`config.mk`:
```
export PLATFORM = sky130hd
export DESIGN_NAME = ycbcr_to_rgb_grey_bin
export DESIGN_NICKNAME = d
export VERILOG_FILES = /design/src/rtl/ycc2rgb_pkg.sv /design/src/rtl/ycbcr_to_rgb_grey_bin.sv
export SDC_FILE = /design/constraint.sdc
export NUM_CORES = 1
export LEC_CHECK = 0
export ABC_AREA = 1
export BUFFER_PORTS_ARGS = -buffer_cell sky130_fd_sc_hd__buf_4
export CAP_MARGIN = 20
export CORE_ASPECT_RATIO = 1.1
export CORE_MARGIN = 2
export CORE_UTILIZATION = 40
export CTS_CLUSTER_DIAMETER = 40
export DETAILED_ROUTE_END_ITERATION = 7
export PLACE_DENSITY = 0.61
export SYNTH_ARGS = -nofsm -noshare
export SYNTH_HDL_FRONTEND = slang
export SYNTH_SLANG_ARGS = --single-unit
```
`constraint.sdc`:
```
create_clock -name i_clk -period 19.6 [get_ports i_clk]
set_input_delay 1.96 -clock i_clk [delete_from_list [all_inputs] [get_ports i_clk]]
set_output_delay 1.96 -clock i_clk [all_outputs]
set_load 0.05 [all_outputs]
```
`src/rtl/ycc2rgb_pkg.sv`:
```
`timescale 1ns / 1ps
// Constants shared by the YCbCr to RGB converter with grey binning.
package ycc2rgb_pkg;

    // Macroblock geometry
    localparam int BLOCK_SIDE = 16;
    localparam int HALF_SIDE  = BLOCK_SIDE / 2;
    localparam int CNT_W      = (BLOCK_SIDE > 2) ? $clog2(BLOCK_SIDE) : 1;
    localparam int SLOT_W     = (HALF_SIDE > 1) ? $clog2(HALF_SIDE) : 1;
    localparam int IDX_CALC_W = 2 * CNT_W + 2;
    localparam int BIN_IDX_W  = 6;

    // Signed width of the scaled color sums (bit 16 is the integer LSB)
    localparam int SUM_W = 28;

    // Coefficients and offsets, scaled by 2^16
    localparam logic signed [SUM_W-1:0] COEF_Y    = 28'sd76293;
    localparam logic signed [SUM_W-1:0] COEF_R_CR = 28'sd104582;
    localparam logic signed [SUM_W-1:0] COEF_R_CB = 28'sd117;
    localparam logic signed [SUM_W-1:0] OFFS_R    = 28'sd14592115;
    localparam logic signed [SUM_W-1:0] COEF_G_CR = 28'sd53314;
    localparam logic signed [SUM_W-1:0] COEF_G_CB = 28'sd25651;
    localparam logic signed [SUM_W-1:0] OFFS_G    = 28'sd8886944;
    localparam logic signed [SUM_W-1:0] COEF_B_CR = 28'sd82;
    localparam logic signed [SUM_W-1:0] COEF_B_CB = 28'sd132241;
    localparam logic signed [SUM_W-1:0] OFFS_B    = 28'sd18137022;

    // floor(s / 3) == (s * 683) >> 11 for every s below 2048
    localparam int             GREY_SUM_W  = 10;
    localparam int             GREY_PROD_W = 21;
    localparam logic [10:0]    GREY_RECIP  = 11'd683;
    localparam int             GREY_SHIFT  = 11;

endpackage

```
`src/rtl/ycbcr_to_rgb_grey_bin.sv`:
```
`timescale 1ns / 1ps
// Top level: YCbCr to RGB conversion with 2x2 grey binning.
// Takes one pixel per clock in raster order over a BLOCK_SIDE x BLOCK_SIDE
// macroblock and returns one beat per pixel, one per clock when the sink keeps
// i_ready high. The path runs through an input register, a register holding
// the clamped RGB values, and the output register holding RGB plus the bin
// result. Grey, the pair sums and the raster position are handled between the
// second and third register, so bins never stall the stream. Each stage
// accepts whenever it is empty or moving on, so a waiting result does not stop
// the earlier stages from filling. bin_grey and bin_index read 0 when
// bin_valid is low; block_done marks the last pixel of a macroblock.
module ycbcr_to_rgb_grey_bin (
    input  logic       i_clk,
    input  logic       i_rst_n,
    // pixel input
    input  logic       i_valid,
    output logic       o_ready,
    input  logic [7:0] i_luma,
    input  logic [7:0] i_chroma_blue,
    input  logic [7:0] i_chroma_red,
    // result output
    output logic       o_valid,
    input  logic       i_ready,
    output logic [7:0] o_red,
    output logic [7:0] o_green,
    output logic [7:0] o_blue,
    output logic       o_bin_valid,
    output logic [7:0] o_bin_grey,
    output logic [5:0] o_bin_index,
    output logic       o_block_done
);

    localparam int CW = ycc2rgb_pkg::CNT_W;
    localparam int SW = ycc2rgb_pkg::SUM_W;
    localparam int IW = ycc2rgb_pkg::IDX_CALC_W;

    // stage A: registered input
    logic       r_a_valid;
    logic [7:0] r_a_luma, r_a_cb, r_a_cr;
    // stage B: clamped RGB
    logic       r_b_valid;
    logic [7:0] r_b_red, r_b_green, r_b_blue;
    // output stage
    logic       r_out_valid;
    logic [7:0] r_out_red, r_out_green, r_out_blue;
    logic       r_out_bin_valid;
    logic [7:0] r_out_bin_grey;
    logic [5:0] r_out_bin_index;
    logic       r_out_done;

    // raster position and bin state
    logic [CW-1:0] r_col, r_row, n_col, n_row;
    logic [7:0]    r_left_grey;
    logic [8:0]    r_pair_sums [ycc2rgb_pkg::HALF_SIDE];

    // flow control
    logic out_adv, b_move, b_ready, a_move, a_ready;

    assign out_adv = !r_out_valid || i_ready;
    assign b_move  = r_b_valid && out_adv;
    assign b_ready = !r_b_valid || out_adv;
    assign a_move  = r_a_valid && b_ready;
    assign a_ready = !r_a_valid || b_ready;
    assign o_ready = a_ready;

    // ---------------- stage A -> B: color matrix and clamp ----------------
    logic signed [SW-1:0] y_s, cb_s, cr_s, y_term;
    logic signed [SW-1:0] sum_r, sum_g, sum_b;
    logic [7:0]           n_red, n_green, n_blue;

    function automatic logic [7:0] clamp_sum(input logic signed [SW-1:0] v);
        logic [7:0] res;
        if (v[SW-1]) begin
            res = 8'd0;
        end else if (|v[SW-2:24]) begin
            res = 8'd255;
        end else begin
            res = v[23:16];
        end
        return res;
    endfunction

    always_comb begin
        y_s    = $signed({{(SW-8){1'b0}}, r_a_luma});
        cb_s   = $signed({{(SW-8){1'b0}}, r_a_cb});
        cr_s   = $signed({{(SW-8){1'b0}}, r_a_cr});
        y_term = ycc2rgb_pkg::COEF_Y * y_s;
        sum_r  = y_term + ycc2rgb_pkg::COEF_R_CR * cr_s
                 - ycc2rgb_pkg::COEF_R_CB * cb_s - ycc2rgb_pkg::OFFS_R;
        sum_g  = y_term - ycc2rgb_pkg::COEF_G_CR * cr_s
                 - ycc2rgb_pkg::COEF_G_CB * cb_s + ycc2rgb_pkg::OFFS_G;
        sum_b  = y_term - ycc2rgb_pkg::COEF_B_CR * cr_s
                 + ycc2rgb_pkg::COEF_B_CB * cb_s - ycc2rgb_pkg::OFFS_B;
        n_red   = clamp_sum(sum_r);
        n_green = clamp_sum(sum_g);
        n_blue  = clamp_sum(sum_b);
    end

    // ---------------- stage B -> out: grey, binning, position ----------------
    logic [ycc2rgb_pkg::GREY_SUM_W-1:0]  grey_sum;
    logic [ycc2rgb_pkg::GREY_PROD_W-1:0] grey_prod;
    logic [7:0]                          grey;
    logic [8:0]                          pair;
    logic [9:0]                          quad;
    logic [ycc2rgb_pkg::SLOT_W-1:0]      slot;
    logic [CW-1:0]                       col_half, row_half;
    logic [IW-1:0]                       idx_full;
    logic                                col_odd, row_odd, col_last, row_last;
    logic                                n_bin_valid, n_done;
    logic [7:0]                          n_bin_grey;
    logic [5:0]                          n_bin_index;

    always_comb begin
        grey_sum  = {2'b00, r_b_red} + {2'b00, r_b_green} + {2'b00, r_b_blue};
        grey_prod = ycc2rgb_pkg::GREY_PROD_W'(grey_sum)
                    * ycc2rgb_pkg::GREY_PROD_W'(ycc2rgb_pkg::GREY_RECIP);
        grey      = grey_prod[ycc2rgb_pkg::GREY_SHIFT +: 8];

        col_odd  = r_col[0];
        row_odd  = r_row[0];
        col_half = r_col >> 1;
        row_half = r_row >> 1;
        // only read on odd columns, where col/2 is always below HALF_SIDE
        slot     = col_half[ycc2rgb_pkg::SLOT_W-1:0];
        pair     = {1'b0, r_left_grey} + {1'b0, grey};
        quad     = {1'b0, r_pair_sums[slot]} + {1'b0, pair};
        idx_full = IW'(row_half) * IW'(ycc2rgb_pkg::HALF_SIDE) + IW'(col_half);

        n_bin_valid = col_odd && row_odd;
        n_bin_grey  = n_bin_valid ? quad[9:2] : 8'd0;
        n_bin_index = n_bin_valid ? idx_full[ycc2rgb_pkg::BIN_IDX_W-1:0] : 6'd0;

        col_last = (r_col == CW'(ycc2rgb_pkg::BLOCK_SIDE - 1));
        row_last = (r_row == CW'(ycc2rgb_pkg::BLOCK_SIDE - 1));
        n_done   = col_last && row_last;
        if (col_last) begin
            n_col = '0;
            n_row = row_last ? '0 : r_row + CW'(1);
        end else begin
            n_col = r_col + CW'(1);
            n_row = r_row;
        end
    end

    // ---------------- registers ----------------
    always_ff @(posedge i_clk) begin
        if (!i_rst_n) begin
            r_a_valid   <= 1'b0;
            r_b_valid   <= 1'b0;
            r_out_valid <= 1'b0;
            r_col       <= '0;
            r_row       <= '0;
            r_left_grey <= 8'd0;
        end else begin
            if (a_ready) begin
                r_a_valid <= i_valid;
            end
            if (b_ready) begin
                r_b_valid <= r_a_valid;
            end
            if (out_adv) begin
                r_out_valid <= r_b_valid;
            end
            if (b_move) begin
                r_col <= n_col;
                r_row <= n_row;
                if (!col_odd) begin
                    r_left_grey <= grey;
                end
            end
        end
    end

    // payload, no reset
    always_ff @(posedge i_clk) begin
        if (a_ready && i_valid) begin
            r_a_luma <= i_luma;
            r_a_cb   <= i_chroma_blue;
            r_a_cr   <= i_chroma_red;
        end
        if (a_move) begin
            r_b_red   <= n_red;
            r_b_green <= n_green;
            r_b_blue  <= n_blue;
        end
        if (b_move) begin
            r_out_red       <= r_b_red;
            r_out_green     <= r_b_green;
            r_out_blue      <= r_b_blue;
            r_out_bin_valid <= n_bin_valid;
            r_out_bin_grey  <= n_bin_grey;
            r_out_bin_index <= n_bin_index;
            r_out_done      <= n_done;
            // even row: keep the horizontal pair for the row below
            if (col_odd && !row_odd) begin
                r_pair_sums[slot] <= pair;
            end
        end
    end

    assign o_valid      = r_out_valid;
    assign o_red        = r_out_red;
    assign o_green      = r_out_green;
    assign o_blue       = r_out_blue;
    assign o_bin_valid  = r_out_bin_valid;
    assign o_bin_grey   = r_out_bin_grey;
    assign o_bin_index  = r_out_bin_index;
    assign o_block_done = r_out_done;

endmodule
```
# Yosys cells after proc, flatten, opt, wreduce, memory -nomap -nowiden
# Memories as Yosys holds them, arrays and structs flattened. A register that Yosys moved wholly into a read port is not among the register bits.
# Index checks and enable logic that the tools add are counted.
[classes]
multipliers = 8
bitwise_logic = 1
order_cmp = 0
n_reduce_logical = 18
eq_ne = 2
addsub = 16
div_mod_pow = 0
muxes = 10
shifts = 0
[ops]
columns = ["op", "n"]
rows = [
  ["$mul A15 B8 Y23 const A", 2],
  ["$add A26 B27 Y28", 1],
  ["$add A27 B25 Y28 const B", 1],
  ["$sub A27 B25 Y28 const B", 1],
  ["$sub A28 B26 Y28 const B", 1],
  ["$sub A26 B15 Y27", 1],
  ["$sub A26 B24 Y27", 1],
  ["$add A25 B25 Y26", 1],
  ["$mul A18 B8 Y26 const A", 1],
  ["$sub A25 B15 Y26", 1],
  ["$sub A25 B24 Y26", 1],
  ["$mul A17 B8 Y25 const A", 1],
  ["$mul A16 B8 Y24 const A", 1],
  ["$mux W8", 3],
  ["$mul A10 B10 Y19 const B", 1],
  ["$add A8 B8 Y9", 2],
  ["$mul A7 B8 Y15 const A", 1],
  ["$mul A6 B8 Y14 const A", 1],
  ["$add A9 B8 Y10", 1],
  ["$add A9 B9 Y10", 1],
  ["$reduce_or A3 Y1", 3],
  ["$add A4 B1 Y4 const B", 2],
  ["$eq A4 B4 Y1 const B", 2],
  ["$mux W4", 2],
  ["8 further kinds", 22],
]
[totals]
wordCells = 75
input_bits = 28
latch_bits = 0
register_bits = 107
mem_bits_rw = 72
memories = 1
romBits = 0
[mem_list]
columns = ["memory", "depth", "width", "read_ports", "rd_ports_with_merged_regs", "wr", "line_no", "source"]
rows = [
  ["r_pair_sums", 8, 9, 1, 1, 1, "ycbcr_to_rgb_grey_bin.sv:54", "logic [8:0] r_pair_sums [ycc2rgb_pkg::HALF_SIDE];"],
]

# Depth between registers and ports, before layout
# Gate-level depths: netlist (run 1).
[depth]
word_depth = 6
mapped_depth = 45
mapped_depth_nobuf = 45

# Worst setup path after synthesis (run 1)
# Ideal clock, no wire load.
[synth_timing]
path_type = "register to register"
from = "register r_b_green[1]"
to = "register r_out_bin_grey[7], in the netlist o_bin_grey[7], data pin"
required_time_ps = 19337
n_path_buf = 0
path_slack_ps = 11746
stages_incl_launch_ff = 42
setup_time_ps = 263
arrival_ps = 7591
cell_sequence = "edfxtp_1 inv_1 fa_1 inv_1 ha_1 inv_1 fa_1 o21ai_1 nand2_1 a31oi_1 xor2_1 ha_1 ha_1 inv_1 fa_1 inv_1 fa_1 inv_1 [6 not listed] nand3_1 xor2_1 ha_1 fa_1 nand3_1 nand2_1 a21oi_1 o21bai_1 and2_1 nor2_1 o21bai_1 ha_1 inv_1 nor2_1 nand3_1 nand3_1 nor2_1 nor2_1"
[synth_via]
elab_chain_len = 5
[synth_lines]
columns = ["element", "line_no", "source"]
rows = [
  ["start, declared", "ycbcr_to_rgb_grey_bin.sv:42", "logic [7:0] r_b_red, r_b_green, r_b_blue;"],
  ["start signal, assigned", "ycbcr_to_rgb_grey_bin.sv:183", "r_b_green <= n_green;"],
  ["$add A8 B8 Y9", "ycbcr_to_rgb_grey_bin.sv:114", "grey_sum = {2'b00, r_b_red} + {2'b00, r_b_green} + {2'b00, r_b_blue};"],
  ["$add A9 B8 Y10", "ycbcr_to_rgb_grey_bin.sv:114", ""],
  ["$mul A10 B10 Y19", "ycbcr_to_rgb_grey_bin.sv:116", "* ycc2rgb_pkg::GREY_PROD_W'(ycc2rgb_pkg::GREY_RECIP);"],
  ["named net grey[0]", "ycbcr_to_rgb_grey_bin.sv:102", "logic [7:0] grey;"],
  ["$add A8 B8 Y9", "ycbcr_to_rgb_grey_bin.sv:125", "pair = {1'b0, r_left_grey} + {1'b0, grey};"],
  ["named net pair[8]", "ycbcr_to_rgb_grey_bin.sv:103", "logic [8:0] pair;"],
  ["$add A9 B9 Y10", "ycbcr_to_rgb_grey_bin.sv:126", "quad = {1'b0, r_pair_sums[slot]} + {1'b0, pair};"],
  ["end signal, assigned", "ycbcr_to_rgb_grey_bin.sv:191", "r_out_bin_grey <= n_bin_grey;"],
  ["end, declared", "ycbcr_to_rgb_grey_bin.sv:47", "logic [7:0] r_out_bin_grey;"],
]
# The timed path passes the listed nets, and every way through them passes these cells.
# A chain may end at the register's enable or synchronous reset.

# Worst setup path after layout (run 1)
# Ends and elaborated chain as after synthesis.

==> metrics.cfg, run 1 <==
[outcome]
status = complete, but fails checks
violations = design-rule violations

[min_path]
hold_path.startpoint = r_b_blue[1]
hp-class = reg -> reg
whs_path_depth = 0
hold_end = o_blue[1]

[final_layout]
area_growth_pct = 8.47
fin_nets = 4078
top_register = r_pair_sums
largest_register_ffs = 72
post_route_cells_drive_above_1_share = 0.0652
stdcell_count = 4210
diodes = 0

[synth]
ys.flop_type = edfxtp_1
synthTopCellsByArea = ha_1 (28%), edfxtp_1 (18%), inv_1 (9.1%)
netlist_area_um2 = 26400
synth_mux_area_frac = 0
synthCells = 3263
synth_top_cell_by_area = ha_1
synth.most_common_cell = inv_1
synth_common_cells = inv_1 (641), nand2_1 (606), ha_1 (587)
synth_edf_count = 160
ys.warnings.count = 0
yosys.area_share.simple = 0.178
synth_area_per_cell_um2 = 8.08
synth-compound-area-share = 0.0997
synth.distinct_cells = 66
yosys.area.top_type_share = 0.279
synth_seq_cells = 182
synth_xor_xnor_area_share = 0.0600
ys_seq_area_frac = 0.199
synth_top_family_by_area = adder cells
syn_nets = 3994
synth_adder_area_share = 0.367
async_flop_share = 0

[floorplan]
die_y_um = 273
core_area_um2 = 65100
io_pins = 70
fp-row-count = 98
die_area_um2 = 68000
fp.dieW_um = 249
initial_utilization = 0.405

[sta]
hold_viol_final = 0
timing.final.max_slew_violations = 0
worst_slack_ps = 10800
setup_tns_ps = 0
max_slew_margin = 0.309
setup_violations = 0
fmaxAchievable_ghz = 0.114
fin_crit_ps = 8800
finClkSkew_ps = 29.5
rsz0062_at_grt = no
tightestPinTransition_ps = 1030
period_share = 0.449

[worst_setup_path]
r2r-start = r_b_green[1]
worst-path-stages = 41
cpPeakStageDelay_ps = 540
worstSetupStartpointType = flip-flop
required_ps = 19830
worst-path-buf-inv = 8
cp_max_fo = 9
r2r_setup_slack_ps = 10800
worstReg2RegEnd = o_bin_grey[7]
crit_type = reg -> reg
crit_family = adder cells
crit_top_cell = inv_1
crit_slowest_cell = o21bai_1
crit_arrival_ps = 9040
cp-end-kind = flip-flop
worstRegToRegCells = 41

[placement]
numPortBuffers = 69
dp_cells = 4177
place_ws_ps = 10860
hpwlAfterDp_um = 56200
gp_congestion = 0.926

[clock_tree]
cts_made_buffers = 17
cts_tree = done
post_cts_resize_count = 0
cts_root_buffer = clkbuf_16
htreeDepth = 4
postCtsHoldBufs = 0
post-cts-setup-buffer-count = 0
clk_pin_slew_ps = 80
clock_latency_ps = 510
cts_num_sinks = 182
cts_buffer_depth = 2

[global_routing]
grt_pass1_wl_um = 106000
grt_usage = 0.200
grt_max_degree = 44
grt_overflow = 0
antenna_found_initial = 2
grt_pass1_vias = 20700

[detailed_routing]
drc = 10
vias = 21000
ant_nets = 0
vias_per_cell = 4.99
drt_iter0_markers = 1022
wirelength_um = 66400
wl_per_cell_um = 15.8
first_pass_iters = 8

[flow_run]
cap_viol_max_count = 0

logic make-up (layout without fill, tap and decap cells):
logic type               after synthesis  after routing
flip-flops                           182            182
XOR/XNOR                             177            177
buffers and inverters                673            770
AO/OA/AOI/OAI                        456            456
adder cells (fa/ha/maj)              703            703
AND/OR/NAND/NOR                     1072           1072
layout by cell type, fill, tap and decap left out, types with 9 or more instances in the layout:
cell	n
nand3_2	10
edfxtp_1	160
nor2_1	167
o21ai_0	95
a31oi_1	19
clkbuf_16	17
o21bai_1	15
dfxtp_1	22
nand2_2	25
nand3_1	160
xor2_1	108
inv_2	15
xnor2_1	65
o31ai_1	9
buf_4	77
fa_1	116
ha_1	587
inv_1	640
a21o_1	14
nor2_2	9
nor3_1	23
o21ai_1	11
nand4_1	28
nand2_1	606
a21oi_1	232
per-layer routing:
metal | routed length [µm] | GRT usage
met5 | 11 | 0
met3 | 2570 | 0.0314
met1 | 29500 | 0.243
met2 | 32000 | 0.356
met4 | 2300 | 0.0722
worst max-delay path by stage:
stage,endpoint,start
final,o_bin_grey[7],r_b_green[1]
after global routing,o_bin_grey[7],r_b_green[1]
after CTS,o_bin_grey[7],r_b_green[1]
after detailed placement,o_bin_grey[7],r_b_green[1]
after global placement,o_bin_grey[7],r_b_green[1]
after floorplan,o_bin_grey[7],r_b_green[1]
metrics by stage:
| stage | util | instance area (µm²) | hold WS (ps) |
|---|---|---|---|
| after floorplan | - | 26400 | 426 |
| after global placement | 0.429 | 27900 | 433 |
| after detailed placement | 0.429 | 27900 | 434 |
| after CTS | 0.439 | 28600 | 454 |
| after global routing | 0.439 | 28600 | 461 |
| final | 0.439 | 28600 | 454 |
worst register-to-register path: cells and delay by family (launching register included):
kind	cells	cell delay, ps
xor+xnor	2	560
compound gates	5	1190
simple gates	14	1650
flops	1	390
buf+inv	8	510
fa+ha+maj	12	4230
area by class of cell:
| cell class | instances | area [µm²] |
|---|---|---|
| tap | 850 | 1060 |
| multi-input combinational | 2408 | 18600 |
| fill | 6597 | 36500 |
| sequential | 182 | 5250 |
| inverter | 658 | 2470 |
| clock inverter | 15 | 208 |
| clock buffer | 17 | 425 |
| timing repair buffer | 80 | 606 |
Power of run 1 is left out: the tool's default activity adds up to more than one toggle a clock period on the data nets, which glitch-free logic cannot reach.
==> inputs of run 2 (changes only) <==
- PLACE_DENSITY: 0.61 -> 0.63
- clock period: 19.6 -> 7.8 ns (I/O delays scaled with it)
==> run 2 against run 1 <==
The flow still finishes with violations (design-rule violations); count of clock-buffer cells in the layout is 4 higher; final area is 5.7% higher; die area stayed put; fmax is 15% higher; setup slack worse by 11000 ps; first-iteration DRC count is 10% higher; non-clock buffer count is 129 higher; highest routed layer is now met4.
==> metrics.cfg, run 2 (synthesized netlist as in run 1, its figures left out) <==
[outcome]
status = complete, but fails checks
violations = design-rule violations

[global_routing]
grt_pass1_vias = 21100
grt_overflow = 0
grt_max_degree = 45
antenna_found_initial = 0
grt_pass1_wl_um = 108000
grt_usage = 0.200

[final_layout]
largest_register_ffs = 72
post_route_cells_drive_above_1_share = 0.131
fin_util = 0.464
top_register = r_pair_sums
fin_nets = 4207
final_common_cell = inv_1
area_growth_pct = 14.6
diodes = 0
mostFrequentLayoutCells = inv_1 (629), nand2_1 (600), ha_1 (566)

[min_path]
whs_path_depth = 1
hp-class = in -> reg

[floorplan]
core_area_um2 = 65100
die_y_um = 273
fp.dieW_um = 249
die_area_um2 = 68000
fp-row-count = 98
io_pins = 70
initial_utilization = 0.405

[detailed_routing]
first_pass_iters = 7
vias_per_cell = 5.00
drc = 7
drt_iter0_markers = 1127
wl_per_cell_um = 15.7
wirelength_um = 68000
vias = 21700
ant_nets = 0

[worst_setup_path]
cp_max_fo = 4
crit_type = reg -> reg
crit_top_cell = ha_4
crit_arrival_ps = 7930
worstRegToRegCells = 40
cpPeakStageDelay_ps = 580
required_ps = 8050
cp-end-kind = flip-flop
worstSetupStartpointType = flip-flop
crit_slowest_cell = fa_1

[sta]
timing.final.max_slew_violations = 0
hold_viol_final = 0
tightestPinTransition_ps = 1010
max_slew_margin = 0.327
setup_violations = 0
rsz0062_at_grt = yes
setup_tns_ps = 0
fin_crit_ps = 7680
period_share = 0.985
fmaxAchievable_ghz = 0.130
holdWs_ps = 448
finClkSkew_ps = 29.4

[clock_tree]
cts_root_buffer = clkbuf_16
clock_latency_ps = 500
cts_buffer_depth = 2
cts_num_sinks = 182
postCtsHoldBufs = 0
cts_made_buffers = 17
clk_pin_slew_ps = 90
cts_tree = done
htreeDepth = 4

[placement]
numPortBuffers = 69
hpwlAfterDp_um = 56500
gp_congestion = 0.939

[flow_run]
cap_viol_max_count = 0

==> run 2: changes by cell type in the layout (fill, tap and decap cells not counted), sizes merged <==
cell	before	now
inv	664	663
buf	80	209
clkinvlp	1	2
clkbuf	17	21
clkinv	8	4
==> run 2: metal layers <==
metal	share of wire	track usage	routed length, µm
met4	0.031	0.0654	2130
met2	0.48	0.352	32500
met3	0.037	0.0254	2500
met5	0	0	0
met1	0.45	0.254	30800
==> run 2: cell type report <==
type | count | area, µm²
Fill cell | 6391 | 34900
Multi-Input combinational cell | 2408 | 19300
Sequential cell | 182 | 5250
Inverter | 658 | 2470
Timing Repair Buffer | 209 | 1580
Tap cell | 850 | 1060
Clock buffer | 21 | 483
Clock inverter | 11 | 104
==> run 2: through the flow <==
stage / instance area (µm²) / setup WS, ps / cells
3_3_place_gp: 28700 / -310 / 4281
3_5_place_dp: 28700 / -383 / 4281
5_1_grt: 30200 / -279 / 4339
6_report: 30200 / 120 / 4339
4_1_cts: 29500 / 1.62 / 4325
2_1_floorplan: 26400 / 1.61 / 3263
==> run 2: what timing repair did <==
action / 4_1_cts / 5_1_grt
buffers inserted: 12 / 11
cloned: 0 / 0
endpoints found under the setup margin: 7 / 48
pin swaps: 40 / 58
gates resized for setup: 30 / 104
==> run 2: worst paths after layout <==
path | startpoint | endpoint | slack (ps)
max | r_b_blue[1] | o_bin_grey[4] | 120
min | i_chroma_red[1] | r_a_cr[1] | 450
max reg2reg | r_b_blue[1] | o_bin_grey[4] | 120
min reg2reg | r_b_blue[5] | o_blue[5] | 480
==> run 2: worst max-delay path, delay by kind of cell (launching register included) <==
| family | cells | cell delay (ps) |
|---|---|---|
| AOI/OAI and AO/OA | 5 | 730 |
| xor gates and xnor gates | 2 | 320 |
| adders and majority gates | 12 | 3750 |
| buffers and inverters | 10 | 840 |
| DFF | 1 | 400 |
| and+or+nand+nor | 11 | 1400 |
Power of run 2 is left out for the same reason.
